[config.mk]
export PLATFORM = sky130hd
export DESIGN_NAME = extended_date_text_parser_flat
export DESIGN_NICKNAME = d
export VERILOG_FILES = /design/src/hw/rtl/edtp_pkg.sv /design/src/hw/rtl/edtp_chan_if.sv /design/src/hw/rtl/extended_date_text_parser.sv /design/src/flat_wrapper.sv
export SDC_FILE = /design/constraint.sdc
export NUM_CORES = 1
export LEC_CHECK = 0
export ABC_AREA = 0
export BUFFER_PORTS_ARGS = -buffer_cell sky130_fd_sc_hd__buf_2
export CORE_MARGIN = 3
export CORE_UTILIZATION = 45
export CTS_CLUSTER_SIZE = 8
export DETAILED_ROUTE_END_ITERATION = 7
export REMOVE_ABC_BUFFERS = 1
export SETUP_SLACK_MARGIN = 0.02
export SLEW_MARGIN = 20
export SYNTH_ARGS = -nofsm -noshare
export SYNTH_HDL_FRONTEND = slang
export SYNTH_SLANG_ARGS = --single-unit
[constraint.sdc]
create_clock -name clock -period 6.9 [get_ports clock]
set_input_delay 0.345 -clock clock [delete_from_list [all_inputs] [get_ports clock]]
set_output_delay 0.345 -clock clock [all_outputs]
set_load 0.01 [all_outputs]
[src/hw/rtl/edtp_pkg.sv]
// Shared constants for the extended date text parser.
// No dependencies; compiled first.
`default_nettype none

package edtp_pkg;

   // default widths of the parsed values and the byte count
   localparam int VALUE_BITS_DEF = 32;
   localparam int COUNT_BITS_DEF = 16;

   // characters and digit arithmetic
   localparam logic [7:0] CHAR_MINUS = 8'h2D;
   localparam logic [7:0] CHAR_ZERO  = 8'h30;
   localparam logic [7:0] DIGIT_MAX  = 8'd9;
   localparam int         RADIX      = 10;

   // field being parsed
   localparam logic [1:0] FIELD_YEAR  = 2'd0;
   localparam logic [1:0] FIELD_MONTH = 2'd1;
   localparam logic [1:0] FIELD_DAY   = 2'd2;
   localparam logic [1:0] FIELD_IDLE  = 2'd3;

endpackage

`default_nettype wire

[src/hw/rtl/edtp_chan_if.sv]
// Valid/ready channel interfaces for the date parser: text bytes in, dates out.
// Depends on edtp_pkg for the default widths.
`default_nettype none

interface edtp_req_if;
   logic       valid;
   logic       ready;
   logic [7:0] char_byte;
   logic       first_byte;

   modport source (output valid, output char_byte, output first_byte, input ready);
   modport sink   (input valid, input char_byte, input first_byte, output ready);
endinterface

interface edtp_rsp_if #(
   parameter int VALUE_BITS = edtp_pkg::VALUE_BITS_DEF,
   parameter int COUNT_BITS = edtp_pkg::COUNT_BITS_DEF
);
   logic                         valid;
   logic                         ready;
   logic signed [VALUE_BITS-1:0] year;
   logic signed [VALUE_BITS-1:0] month;
   logic signed [VALUE_BITS-1:0] day;
   logic        [COUNT_BITS-1:0] consumed;
   logic                         ok;

   modport source (output valid, output year, output month, output day,
                   output consumed, output ok, input ready);
   modport sink   (input valid, input year, input month, input day,
                   input consumed, input ok, output ready);
endinterface

`default_nettype wire

[src/hw/rtl/extended_date_text_parser.sv]
// Extended date text parser, [-]Y-[-]M-[-]D, one text byte per request.
// Depends on edtp_pkg and the channel interfaces in edtp_chan_if.sv.
//
// Usage:
//   req_port carries one text byte and a first_byte flag; first_byte = 1
//   restarts the parse at that byte. Bytes before the first flag after reset,
//   and bytes after a parse has ended, are dropped without a response.
//   rsp_port carries year, month, day, the consumed byte count and ok. One
//   response comes for the byte that ends a parse: the first non-digit after
//   the day, or a year/month terminator that is not '-' (ok = 0, consumed 0).
//   Path: a request is registered, then parsed by a single multiply-by-ten
//   accumulate as it leaves the input register, and the response is registered.
//   Throughput: one request per cycle while responses are taken, set by
//   the per-byte accumulate loop through the parse state registers.
//   Stall: while a response waits, one more request is taken into the input
//   register; ready drops only when both registers are full and the output
//   is not taken.
//   Reset (synchronous, active high) empties both registers and puts the
//   parser into its idle state.
`default_nettype none

module extended_date_text_parser #(
   parameter int VALUE_BITS = edtp_pkg::VALUE_BITS_DEF,
   parameter int COUNT_BITS = edtp_pkg::COUNT_BITS_DEF
) (
   input  wire         clock,
   input  wire         reset,
   edtp_req_if.sink    req_port,
   edtp_rsp_if.source  rsp_port
);
   import edtp_pkg::*;

   localparam logic [VALUE_BITS-1:0] RADIX_V   = VALUE_BITS'(RADIX);
   localparam logic [COUNT_BITS-1:0] COUNT_MAX = {COUNT_BITS{1'b1}};

   // input register
   logic       s1_valid_ff, s1_valid_in;
   logic [7:0] s1_char_ff;
   logic       s1_first_ff;

   // parse state
   logic [1:0]            field_ff, field_in;
   logic                  start_ff, start_in;
   logic                  neg_ff, neg_in;
   logic [VALUE_BITS-1:0] acc_ff, acc_in;
   logic [VALUE_BITS-1:0] year_ff, year_in;
   logic [VALUE_BITS-1:0] month_ff, month_in;
   logic [COUNT_BITS-1:0] count_ff, count_in;

   // response register
   logic                  out_valid_ff, out_valid_in;
   logic [VALUE_BITS-1:0] out_year_ff, out_month_ff, out_day_ff;
   logic [VALUE_BITS-1:0] res_month, res_day;
   logic [COUNT_BITS-1:0] out_count_ff, res_count;
   logic                  out_ok_ff, res_ok;

   logic                  advance, emit, take_req;
   logic [1:0]            field_e;
   logic                  start_e, neg_e;
   logic [VALUE_BITS-1:0] acc_e, year_e, month_e, value;
   logic [COUNT_BITS-1:0] count_e, count_inc;
   logic [7:0]            digit_off;
   logic                  is_digit, is_minus;

   assign advance  = s1_valid_ff && (!out_valid_ff || rsp_port.ready);
   assign req_port.ready = !s1_valid_ff || advance;
   assign take_req = req_port.valid && req_port.ready;

   // state seen by this byte: a first byte restarts everything
   always_comb begin
      if (s1_first_ff) begin
         field_e = FIELD_YEAR;
         start_e = 1'b1;
         neg_e   = 1'b0;
         acc_e   = '0;
         year_e  = '0;
         month_e = '0;
         count_e = '0;
      end else begin
         field_e = field_ff;
         start_e = start_ff;
         neg_e   = neg_ff;
         acc_e   = acc_ff;
         year_e  = year_ff;
         month_e = month_ff;
         count_e = count_ff;
      end
   end

   assign digit_off = s1_char_ff - CHAR_ZERO;
   assign is_digit  = digit_off <= DIGIT_MAX;
   assign is_minus  = s1_char_ff == CHAR_MINUS;
   assign value     = neg_e ? (VALUE_BITS'(0) - acc_e) : acc_e;
   assign count_inc = (count_e == COUNT_MAX) ? count_e : count_e + 1'b1;

   always_comb begin
      field_in  = field_e;
      start_in  = start_e;
      neg_in    = neg_e;
      acc_in    = acc_e;
      year_in   = year_e;
      month_in  = month_e;
      count_in  = count_e;
      emit      = 1'b0;
      res_month = '0;
      res_day   = '0;
      res_count = '0;
      res_ok    = 1'b0;
      if (field_e != FIELD_IDLE) begin
         if (start_e && is_minus) begin
            start_in = 1'b0;
            neg_in   = 1'b1;
            count_in = count_inc;
         end else if (is_digit) begin
            start_in = 1'b0;
            acc_in   = acc_e * RADIX_V + VALUE_BITS'(digit_off[3:0]);
            count_in = count_inc;
         end else if (field_e != FIELD_DAY) begin
            start_in = 1'b0;
            if (field_e == FIELD_YEAR) begin
               year_in = value;
            end else begin
               month_in = value;
            end
            if (is_minus) begin
               field_in = field_e + 1'b1;
               start_in = 1'b1;
               neg_in   = 1'b0;
               acc_in   = '0;
               count_in = count_inc;
            end else begin
               // missing separator: report what was parsed so far
               emit     = 1'b1;
               field_in = FIELD_IDLE;
               if (field_e == FIELD_MONTH) begin
                  res_month = value;
               end
            end
         end else begin
            start_in  = 1'b0;
            emit      = 1'b1;
            field_in  = FIELD_IDLE;
            res_month = month_e;
            res_day   = value;
            res_count = count_e;
            res_ok    = 1'b1;
         end
      end
   end

   assign s1_valid_in  = take_req ? 1'b1 : (advance ? 1'b0 : s1_valid_ff);
   assign out_valid_in = (advance && emit) ? 1'b1
                       : (rsp_port.ready ? 1'b0 : out_valid_ff);

   always_ff @(posedge clock) begin
      if (reset) begin
         s1_valid_ff  <= 1'b0;
         out_valid_ff <= 1'b0;
         field_ff     <= FIELD_IDLE;
         start_ff     <= 1'b1;
         neg_ff       <= 1'b0;
         acc_ff       <= '0;
         year_ff      <= '0;
         month_ff     <= '0;
         count_ff     <= '0;
      end else begin
         s1_valid_ff  <= s1_valid_in;
         out_valid_ff <= out_valid_in;
         if (advance) begin
            field_ff <= field_in;
            start_ff <= start_in;
            neg_ff   <= neg_in;
            acc_ff   <= acc_in;
            year_ff  <= year_in;
            month_ff <= month_in;
            count_ff <= count_in;
         end
      end
   end

   always_ff @(posedge clock) begin
      if (take_req) begin
         s1_char_ff  <= req_port.char_byte;
         s1_first_ff <= req_port.first_byte;
      end
      if (advance && emit) begin
         out_year_ff  <= year_in;
         out_month_ff <= res_month;
         out_day_ff   <= res_day;
         out_count_ff <= res_count;
         out_ok_ff    <= res_ok;
      end
   end

   assign rsp_port.valid    = out_valid_ff;
   assign rsp_port.year     = $signed(out_year_ff);
   assign rsp_port.month    = $signed(out_month_ff);
   assign rsp_port.day      = $signed(out_day_ff);
   assign rsp_port.consumed = out_count_ff;
   assign rsp_port.ok       = out_ok_ff;

   // a failed parse never reports a byte count
   a_fail_count: assert property (@(posedge clock) disable iff (reset)
      rsp_port.valid && !rsp_port.ok |-> rsp_port.consumed == '0)
      else $error("failed parse with nonzero consumed count");

   // a response ends the parse
   a_emit_idle: assert property (@(posedge clock) disable iff (reset)
      advance && emit |=> field_ff == FIELD_IDLE)
      else $error("parser not idle after response");

   // a restart that does not end at once leaves the parser active
   a_first_active: assert property (@(posedge clock) disable iff (reset)
      advance && s1_first_ff && !emit |=> field_ff != FIELD_IDLE)
      else $error("restart byte left the parser idle");

   // input stalls only when both registers are occupied
   a_stall_full: assert property (@(posedge clock) disable iff (reset)
      !req_port.ready |-> s1_valid_ff && out_valid_ff && !rsp_port.ready)
      else $error("input stalled with room available");

endmodule

`default_nettype wire

[src/flat_wrapper.sv]
// flat-port wrapper written by rule: the top's interface ports become plain ports
module extended_date_text_parser_flat import edtp_pkg::*;
#(
   parameter int VALUE_BITS = edtp_pkg::VALUE_BITS_DEF,
   parameter int COUNT_BITS = edtp_pkg::COUNT_BITS_DEF
)
  (clock, reset, req_port_valid, req_port_char_byte, req_port_first_byte, req_port_ready, rsp_port_valid, rsp_port_year, rsp_port_month, rsp_port_day, rsp_port_consumed, rsp_port_ok, rsp_port_ready);
  edtp_req_if req_port_i ();
  edtp_rsp_if #(.VALUE_BITS(VALUE_BITS), .COUNT_BITS(COUNT_BITS)) rsp_port_i ();
  input  wire clock;
  input  wire reset;
  input wire logic [$bits(req_port_i.valid)-1:0] req_port_valid;
  input wire logic [$bits(req_port_i.char_byte)-1:0] req_port_char_byte;
  input wire logic [$bits(req_port_i.first_byte)-1:0] req_port_first_byte;
  output wire logic [$bits(req_port_i.ready)-1:0] req_port_ready;
  output wire logic [$bits(rsp_port_i.valid)-1:0] rsp_port_valid;
  output wire logic [$bits(rsp_port_i.year)-1:0] rsp_port_year;
  output wire logic [$bits(rsp_port_i.month)-1:0] rsp_port_month;
  output wire logic [$bits(rsp_port_i.day)-1:0] rsp_port_day;
  output wire logic [$bits(rsp_port_i.consumed)-1:0] rsp_port_consumed;
  output wire logic [$bits(rsp_port_i.ok)-1:0] rsp_port_ok;
  input wire logic [$bits(rsp_port_i.ready)-1:0] rsp_port_ready;
  assign req_port_i.valid = req_port_valid;
  assign req_port_i.char_byte = req_port_char_byte;
  assign req_port_i.first_byte = req_port_first_byte;
  assign req_port_ready = req_port_i.ready;
  assign rsp_port_valid = rsp_port_i.valid;
  assign rsp_port_year = rsp_port_i.year;
  assign rsp_port_month = rsp_port_i.month;
  assign rsp_port_day = rsp_port_i.day;
  assign rsp_port_consumed = rsp_port_i.consumed;
  assign rsp_port_ok = rsp_port_i.ok;
  assign rsp_port_i.ready = rsp_port_ready;
  extended_date_text_parser #(.VALUE_BITS(VALUE_BITS), .COUNT_BITS(COUNT_BITS)) u_core (.clock(clock), .reset(reset), .req_port(req_port_i), .rsp_port(rsp_port_i));
endmodule
## Word level (Yosys, flattened, before mapping)

Index checks and enable logic that the tools add are counted.

| cells by class | value |
|---|---|
| multiplexer cells | 57 |
| reductions and logical operators | 13 |
| equality and inequality tests | 5 |
| bitwise operators | 1 |
| add/sub/neg operators | 5 |
| magnitude comparators | 1 |
| $mul | 1 |

Operators with widths:

| operator | number |
|---|---|
| $mux W32 | 22 |
| $mux W16 | 7 |
| $add A32 B4 Y32 | 1 |
| $mul A32 B3 Y31 const B | 1 |
| $sub A1 B32 Y32 const A | 1 |
| $mux W1 | 22 |
| $add A16 B1 Y16 const B | 1 |
| $eq A16 B16 Y1 const B | 1 |
| $mux W2 | 6 |
| $eq A8 B6 Y1 const B | 1 |
| $le A8 B4 Y1 const B | 1 |
| $sub A8 B6 Y8 const B | 1 |
| $logic_and A1 B1 Y1 | 4 |
| $ne A2 B2 Y1 const B | 2 |
| $reduce_bool A2 Y1 | 2 |
| $reduce_or A4 Y1 | 1 |
| $reduce_or A3 Y1 | 1 |
| $add A2 B1 Y2 const B | 1 |
| $eq A2 B1 Y1 const B | 1 |
| $logic_not A1 Y1 | 2 |
| $logic_not A2 Y1 | 1 |
| $logic_or A1 B1 Y1 | 2 |
| $not A1 Y1 | 1 |

| storage, ports and cells | value |
|---|---|
| flip-flop bits (word level) | 240 |
| word-level logic and storage cells | 99 |
| output and inout bits | 115 |

## Logic depth before layout (Yosys ltp)

Gate-level depths: netlist of run 1.

| logic depth | value |
|---|---|
| depth in word-level cells | 8 |
| gate-level depth with buffers | 19 |

## Least setup slack after synthesis of run 1

OpenSTA, ideal clock, no wires.

| path | value |
|---|---|
| path type | flip-flop to flip-flop |
| start | reg u_core.s1_first_ff |
| end | reg u_core.acc_ff[30] |
| path slack | 1741 ps |
| required time | 6767 ps |
| arrival | 5025 ps |
| cell stages (with the launch flop) | 19 |
| cells stage by stage | edfxtp_1 -> clkbuf_1 -> clkbuf_1 -> buf_1 -> clkbuf_1 -> buf_1 -> nor2_1 -> ha_1 -> a211oi_1 -> nor2_1 -> xor2_1 -> or4b_4 -> or4_1 -> buf_2 -> nor4_4 -> and3b_2 -> a2111oi_2 -> a2111oi_4 -> o32ai_2 |

| on the way | value |
|---|---|
| word-level cells in the longest chain between the ends | 6 |
| elaborated cells between the ends (all ways) | 13 |

Ends and longest elaborated chain:

| element | RTL line | source |
|---|---|---|
| from (decl) | extended_date_text_parser.sv:39 | `logic s1_first_ff;` |
| from (signal assigned) | extended_date_text_parser.sv:184 | `s1_first_ff <= req_port.first_byte;` |
| $mux W32 or $mux W2 (tied branches) | extended_date_text_parser.sv:71 | `if (s1_first_ff) begin` |
| $mul A32 B3 Y31 (tied with other cells) | extended_date_text_parser.sv:116 | `acc_in = acc_e * RADIX_V + VALUE_BITS'(digit_off[3:0]);` |
| $add A32 B4 Y32 or $mux W32 (tied branches) | extended_date_text_parser.sv:116, extended_date_text_parser.sv:118 |  |
| $mux W32 | extended_date_text_parser.sv:114 | `end else if (is_digit) begin` |
| $mux W32 | extended_date_text_parser.sv:110 | `if (start_e && is_minus) begin` |
| $mux W32 * | extended_date_text_parser.sv:109 | `if (field_e != FIELD_IDLE) begin` |
| to (signal assigned) | extended_date_text_parser.sv:173 | `acc_ff <= acc_in;` |
| to (decl) | extended_date_text_parser.sv:45 | `logic [VALUE_BITS-1:0] acc_ff, acc_in;` |

Every way passes the cells marked *; elsewhere a longest branch is shown, timed or not.
A chain may end at the register's enable or synchronous reset.

## Worst setup path after layout of run 1

Ends and elaborated chain as after synthesis.

==> results.py, run 1 <==
metrics = {
    "final_layout": {
        "fillers": 2677,
        "nets": 1589,
        "synthToLayoutAreaGrowth_pct": 14.2,
        "diodes": 0,
        "drive_gt1_share_pct": 13.7,
    },
    "timing": {
        "worst_pin_slew_ps": 1090,
        "tns_ps": 0,
        "slew_viol_final": 0,
        "setup_slack_ps": 1840,
        "setup_viol": 0,
        "finClkSkew_ps": 15.5,
        "holdWs_ps": 20.0,
        "fin_crit_sh_pct": 73.3,
        "min_period_ps": 5060,
        "fmax_mhz": 198,
        "slew_headroom_pct": 26.6,
        "hold_violations": 0,
        "rsz0062_at_grt": "false",
    },
    "floorplanning": {
        "die_area_um2": 31700,
        "std_cell_rows": 62,
        "initial_core_util_pct": 46.0,
        "die_y_um": 178,
        "die_w_um": 178,
        "core-area_um2": 28900,
        "io_pins": 128,
    },
    "clocking": {
        "cts_made_buffers": 35,
        "clock_sinks": 240,
        "h-tree-depth": 2,
        "cts_resized": 0,
        "clk_latency_ps": 510,
        "clk_pin_slew_ps": 50,
        "post_cts_buffers": 0,
        "clock-root-buffer": "clkbuf_16",
        "cts_tree": "built",
        "cts.path.max_buffers": 3,
        "hold_buffers": 0,
    },
    "routing": {
        "vias": 11300,
        "wire_per_inst_um": 19.0,
        "drc_errors": 0,
        "first_iter_violations": 907,
        "ant_nets": 0,
        "viasPerCell": 5.82,
        "routed_wl_mm": 36.7,
        "firstDrtPassIters": 7,
    },
    "worst_setup_path": {
        "critPathLaunchType": "register",
        "cp.required_ps": 7260,
        "timing_worst_setup_path_type": "reg -> reg",
        "crit_path_end_kind": "register",
        "crit_path_start": "u_core.s1_first_ff",
        "r2r_slack_ps": 1840,
        "reg2reg_from": "u_core.s1_first_ff",
        "worstPathMaxFanout": 141,
        "cp.arrival_ps": 5420,
        "r2r-end": "u_core.acc_ff[30]",
        "setup.worst_path.end": "u_core.acc_ff[30]",
        "rr_worst_depth": 14,
    },
    "grt": {
        "grt_pass1_vias": 10500,
        "grt_use_met3_pct": 2.67,
        "antenna_found_initial": 0,
        "grt_pass1_wl_mm": 58.3,
        "top_usage_layer": "met2",
        "use_met2_pct": 35.4,
        "grt_max_degree": 142,
        "grt_use_total_pct": 22.9,
        "grt-ovfl-total": 0,
        "use_met1_pct": 33.8,
    },
    "synthesis": {
        "synth.avg_cell_area_um2": 9.11,
        "async_reset_ff_share_pct": 0,
        "synth.largest_area_cell": "edfxtp_1",
        "yosys.area.top_type_share_pct": 27.5,
        "netlist_area_um2": 13300,
        "synth_cells": 1460,
        "synth_warnings": 0,
        "synthDistinctLibCells": 79,
        "ys_ff_latch": 240,
        "yosysMostFrequentCell": "nor2_1",
        "synth_edf_count": 122,
        "synth_ff_type": "edfxtp_1",
        "synth_area_leaders": "edfxtp_1 (28%), dfxtp_1 (18%), nor2_1 (5.5%)",
        "synth_commonest_cells": "nor2_1 (195), nand2_1 (141), edfxtp_1 (122), dfxtp_1 (118), clkbuf_1 (94)",
        "yosysSeqAreaShare_pct": 45.3,
    },
    "placement": {
        "place_ws_ps": 1920,
        "post-dp-hpwl_mm": 24.5,
        "gp_congestion": 0.880,
        "portBuffers": 127,
    },
    "pwr": {
        "ir_worst_vdd_mv": 0.191,
        "powerDensity_nw_per_um2": 218,
        "p_leak_nw": 5.91,
    },
    "hold_path": {
        "hp-class": "in -> reg",
        "min-delay-start": "req_port_first_byte",
    },
    "flow_run": {
        "drv_cap": 0,
    },
    "run_status": {
        "status": "completed",
    },
}
-- how the worst min path moves through the flow --
stage               slack (ps)  depth (start not counted)                   end
floorplan                  410                          1     u_core.acc_ff[25]
global placement           440                          2   u_core.month_ff[10]
detailed placement         450                          2   u_core.month_ff[16]
CTS                         10                          1    u_core.s1_first_ff
global route                10                          1  u_core.s1_char_ff[0]
finish                      20                          1    u_core.s1_first_ff
-- cell type report --
cell class,count,area [µm²],area share [%]
repair buffers,142,763,5.02
well taps,384,480,3.16
flip-flops and latches,240,6030,39.7
clock inverters,2,32.5,0.214
inverters,17,66.3,0.436
multi-input cells,1092,6860,45.2
clock buffers,59,966,6.36
-- cell families after synthesis --
group | share of synthesized area (%)
XOR/XNOR | 6.25
buffers and inverters | 3.64
adder cells (fa/ha/maj) | 4.65
flip-flops | 45.3
AND/OR/NAND/NOR | 21.5
AO/OA/AOI/OAI | 18.0
multiplexers | 0.686
-- cells in the final DEF (no fill, tap or decap), types with 44 or more instances in the layout --
cell type,instances
dfxtp_1,118
nor3_1,60
a21oi_1,69
nand3_1,44
ha_1,47
xnor2_1,53
a22oi_1,83
o21ai_0,47
nor2_1,194
edfxtp_1,122
buf_2,126
nand2_1,141
-- per-stage QoR --
step | util, % | cell area [µm²] | std cells | total power [mW]
floorplan | - | 12900 | 1349 | 1.68
global route | 52.5 | 15200 | 1936 | 3.42
finish | 52.5 | 15200 | 1936 | 3.31
CTS | 52.5 | 15200 | 1936 | 3.34
detailed placement | 49.0 | 14200 | 1875 | 1.78
global placement | 49.0 | 14200 | 1875 | 1.78
-- worst max-delay path: stages (launching register included) --
cell	delay, ps
edfxtp_1	410
buf_12	480
nor2b_1	200
ha_1	320
ha_1	430
a2111oi_0	500
o221ai_1	240
nand2_1	160
mux2i_1	200
o211a_2	270
nor4b_1	620
and4_1	380
a2111oi_2	120
a2111oi_4	370
o32ai_2	120
-- layer usage --
metal | up-vias | share of wire (%)
met1 | 5395 | 47
li1 | 5466 | -
met4 | 0 | 2.1
met3 | 53 | 5.8
met2 | 345 | 45
met5 | - | 0
-- sequential cells by signal (all words and copies together) (netlist names) --
name and count:
u_core.s1_valid_ff 1, u_core.year_ff 32, u_core.rsp_port.month 32, u_core.rsp_port.consumed 16
u_core.count_ff 16, u_core.month_ff 32, u_core.rsp_port.day 32, u_core.neg_ff 1
u_core.s1_char_ff 8, u_core.start_ff 1, u_core.rsp_port.ok 1, u_core.rsp_port.year 32
u_core.field_ff 2, u_core.acc_ff 32, u_core.rsp_port.valid 1, u_core.s1_first_ff 1
-- where the power goes --
group	total, mW	switching, mW	internal, mW
registers	1.55	0.0141	1.53
logic	0.209	0.159	0.0495
clock network	1.56	0.607	0.948
No activity file was read; power rests on OpenSTA's default activity.
==> run 2, diff against run 1 <==
==> constraint.sdc (replaced) <==
create_clock -name clock -period 5.1 [get_ports clock]
set_input_delay 0.255 -clock clock [delete_from_list [all_inputs] [get_ports clock]]
set_output_delay 0.255 -clock clock [all_outputs]
set_load 0.01 [all_outputs]
==> results.py, run 2 (same netlist as run 1, synthesis figures left out) <==
metrics = {
    "run_status": {
        "status": "completed",
    },
    "grt": {
        "grt_use_total_pct": 22.8,
        "grt_pass1_wl_mm": 58.0,
        "antenna_found_initial": 0,
        "grt-ovfl-total": 0,
        "grt_max_degree": 114,
        "grt_pass1_vias": 10500,
    },
    "routing": {
        "drc_errors": 0,
        "met3_length_mm": 2.17,
        "top_layer": "met4",
        "firstDrtPassIters": 8,
        "routed_wl_mm": 37.1,
        "route.met2.wl_mm": 16.6,
        "vias": 11400,
        "wire_per_inst_um": 18.9,
        "ant_nets": 0,
        "first_iter_violations": 994,
        "viasPerCell": 5.84,
        "wl_met1_mm": 17.3,
    },
    "final_layout": {
        "nets": 1612,
        "drive_gt1_share_pct": 14.4,
        "multi_input_area_um2": 6840,
        "synthToLayoutAreaGrowth_pct": 15.7,
        "layout.area.seq_um2": 6030,
        "fillers": 2677,
        "utilization_pct": 53.2,
        "layout_commonest_cell": "nor2_1",
        "final_cell_mix": "nor2_1 (194), nand2_1 (141), buf_2 (126)",
        "layout.cells.non_filler": 1959,
        "diodes": 0,
    },
    "timing": {
        "setup_viol": 0,
        "min_period_ps": 4690,
        "rsz0062_at_grt": "false",
        "hold_violations": 0,
        "fin_crit_sh_pct": 92.0,
        "finClkSkew_ps": 29.2,
        "worst_pin_slew_ps": 1130,
        "slew_viol_final": 0,
        "fmax_mhz": 213,
        "slew_headroom_pct": 24.4,
    },
    "clocking": {
        "clk_latency_ps": 510,
        "clock_sinks": 240,
        "cts_tree": "built",
        "cts.path.max_buffers": 3,
        "cts_resized": 0,
        "h-tree-depth": 2,
        "clock-root-buffer": "clkbuf_16",
        "cts_made_buffers": 36,
        "clk_pin_slew_ps": 50,
    },
    "worst_setup_path": {
        "cp.arrival_ps": 5020,
        "cp.required_ps": 5420,
        "r2r-end": "u_core.acc_ff[30]",
        "r2r_slack_ps": 410,
        "critPathLaunchType": "register",
        "slowest_stage": "a2111oi_0",
        "timing_worst_setup_path_type": "reg -> reg",
        "reg2reg_from": "u_core.s1_first_ff",
        "worstPathMaxFanout": 22,
        "rr_worst_depth": 14,
        "crit_path_end_kind": "register",
        "setup.worst_path.end": "u_core.acc_ff[30]",
        "path_cells": "buf_4 > nor2b_1 > ha_1 > ha_1 > a2111oi_0 > o221ai_1 > nand2_1 > mux2i_1 > o211a_2 > nor4b_1 > and4_1 > a2111oi_2 > a2111oi_4 > o32ai_2",
        "cpMostUsedCell": "ha_1",
        "crit_path_start": "u_core.s1_first_ff",
        "slowest_delay_ps": 530,
    },
    "hold_path": {
        "min-delay-start": "rsp_port_ready",
        "hp-class": "in -> reg",
    },
    "floorplanning": {
        "die_area_um2": 31700,
        "initial_core_util_pct": 46.0,
        "io_pins": 128,
        "core-area_um2": 28900,
        "std_cell_rows": 62,
        "die_y_um": 178,
        "die_w_um": 178,
    },
    "placement": {
        "portBuffers": 127,
        "post-dp-hpwl_mm": 24.8,
        "post-place-cells": 1887,
        "gp_congestion": 0.906,
    },
    "pwr": {
        "ir_worst_vdd_mv": 0.214,
        "powerDensity_nw_per_um2": 294,
        "p_leak_nw": 6.03,
    },
    "flow_run": {
        "drv_cap": 0,
    },
}
run 2: report_power, final:
part | total, mW | internal, mW | switching (mW)
registers | 2.09 | 2.07 | 0.0183
logic | 0.289 | 0.0742 | 0.215
clock network | 2.14 | 1.33 | 0.814
run 2: area by class of cell:
cell class / instances / share of cell area, %
clock buffers: 59 / 6.48
clock inverters: 3 / 0.203
inverters: 17 / 0.431
multi-input cells: 1092 / 44.4
flip-flops and latches: 240 / 39.2
well taps: 384 / 3.12
repair buffers: 164 / 6.19
run 2: metal layers:
layer	vias up	global-route usage, %
met5	-	0
li1	5519	-
met2	407	35.3
met1	5454	33.2
met4	0	7.43
met3	65	2.52
run 2: repair_timing:
| item | 4_1_cts | 5_1_grt |
|---|---|---|
| hold endpoints to repair | 10 | 0 |
| hold buffers | 10 | 0 |
| buffers inserted | 0 | 0 |
run 2: worst max-delay path: cells and delay by family (launching register included):
family	cells	cell delay, ps
multiplexers	1	200
AO/OA/AOI/OAI	6	1650
flip-flops	1	410
AND/OR/NAND/NOR	4	1300
buffers and inverters	1	230
adder cells (fa/ha/maj)	2	710
run 2: how the worst min path moves through the flow:
stage                                end  slack, ps  cells after the start
finish                u_core.s1_valid_ff         90                      3
detailed placement  u_core.s1_char_ff[6]        440                      1
CTS                   u_core.s1_valid_ff         80                      3
global route          u_core.s1_valid_ff        100                      3
global placement    u_core.s1_char_ff[6]        430                      1
floorplan              u_core.acc_ff[25]        320                      1
run 2: stage by stage:
stage | instance area (µm²) | power, mW | hold WS, ps | TNS [ps] | setup slack (ps)
after global placement | 14300 | 2.41 | 434 | 0 | 621
after CTS | 15400 | 4.56 | 75.8 | 0 | 425
after global routing | 15400 | 4.67 | 101 | 0 | 157
after detailed placement | 14300 | 2.41 | 435 | 0 | 440
final | 15400 | 4.52 | 88.2 | 0 | 408
after floorplan | 12900 | 2.27 | 324 | -716830 | -2820
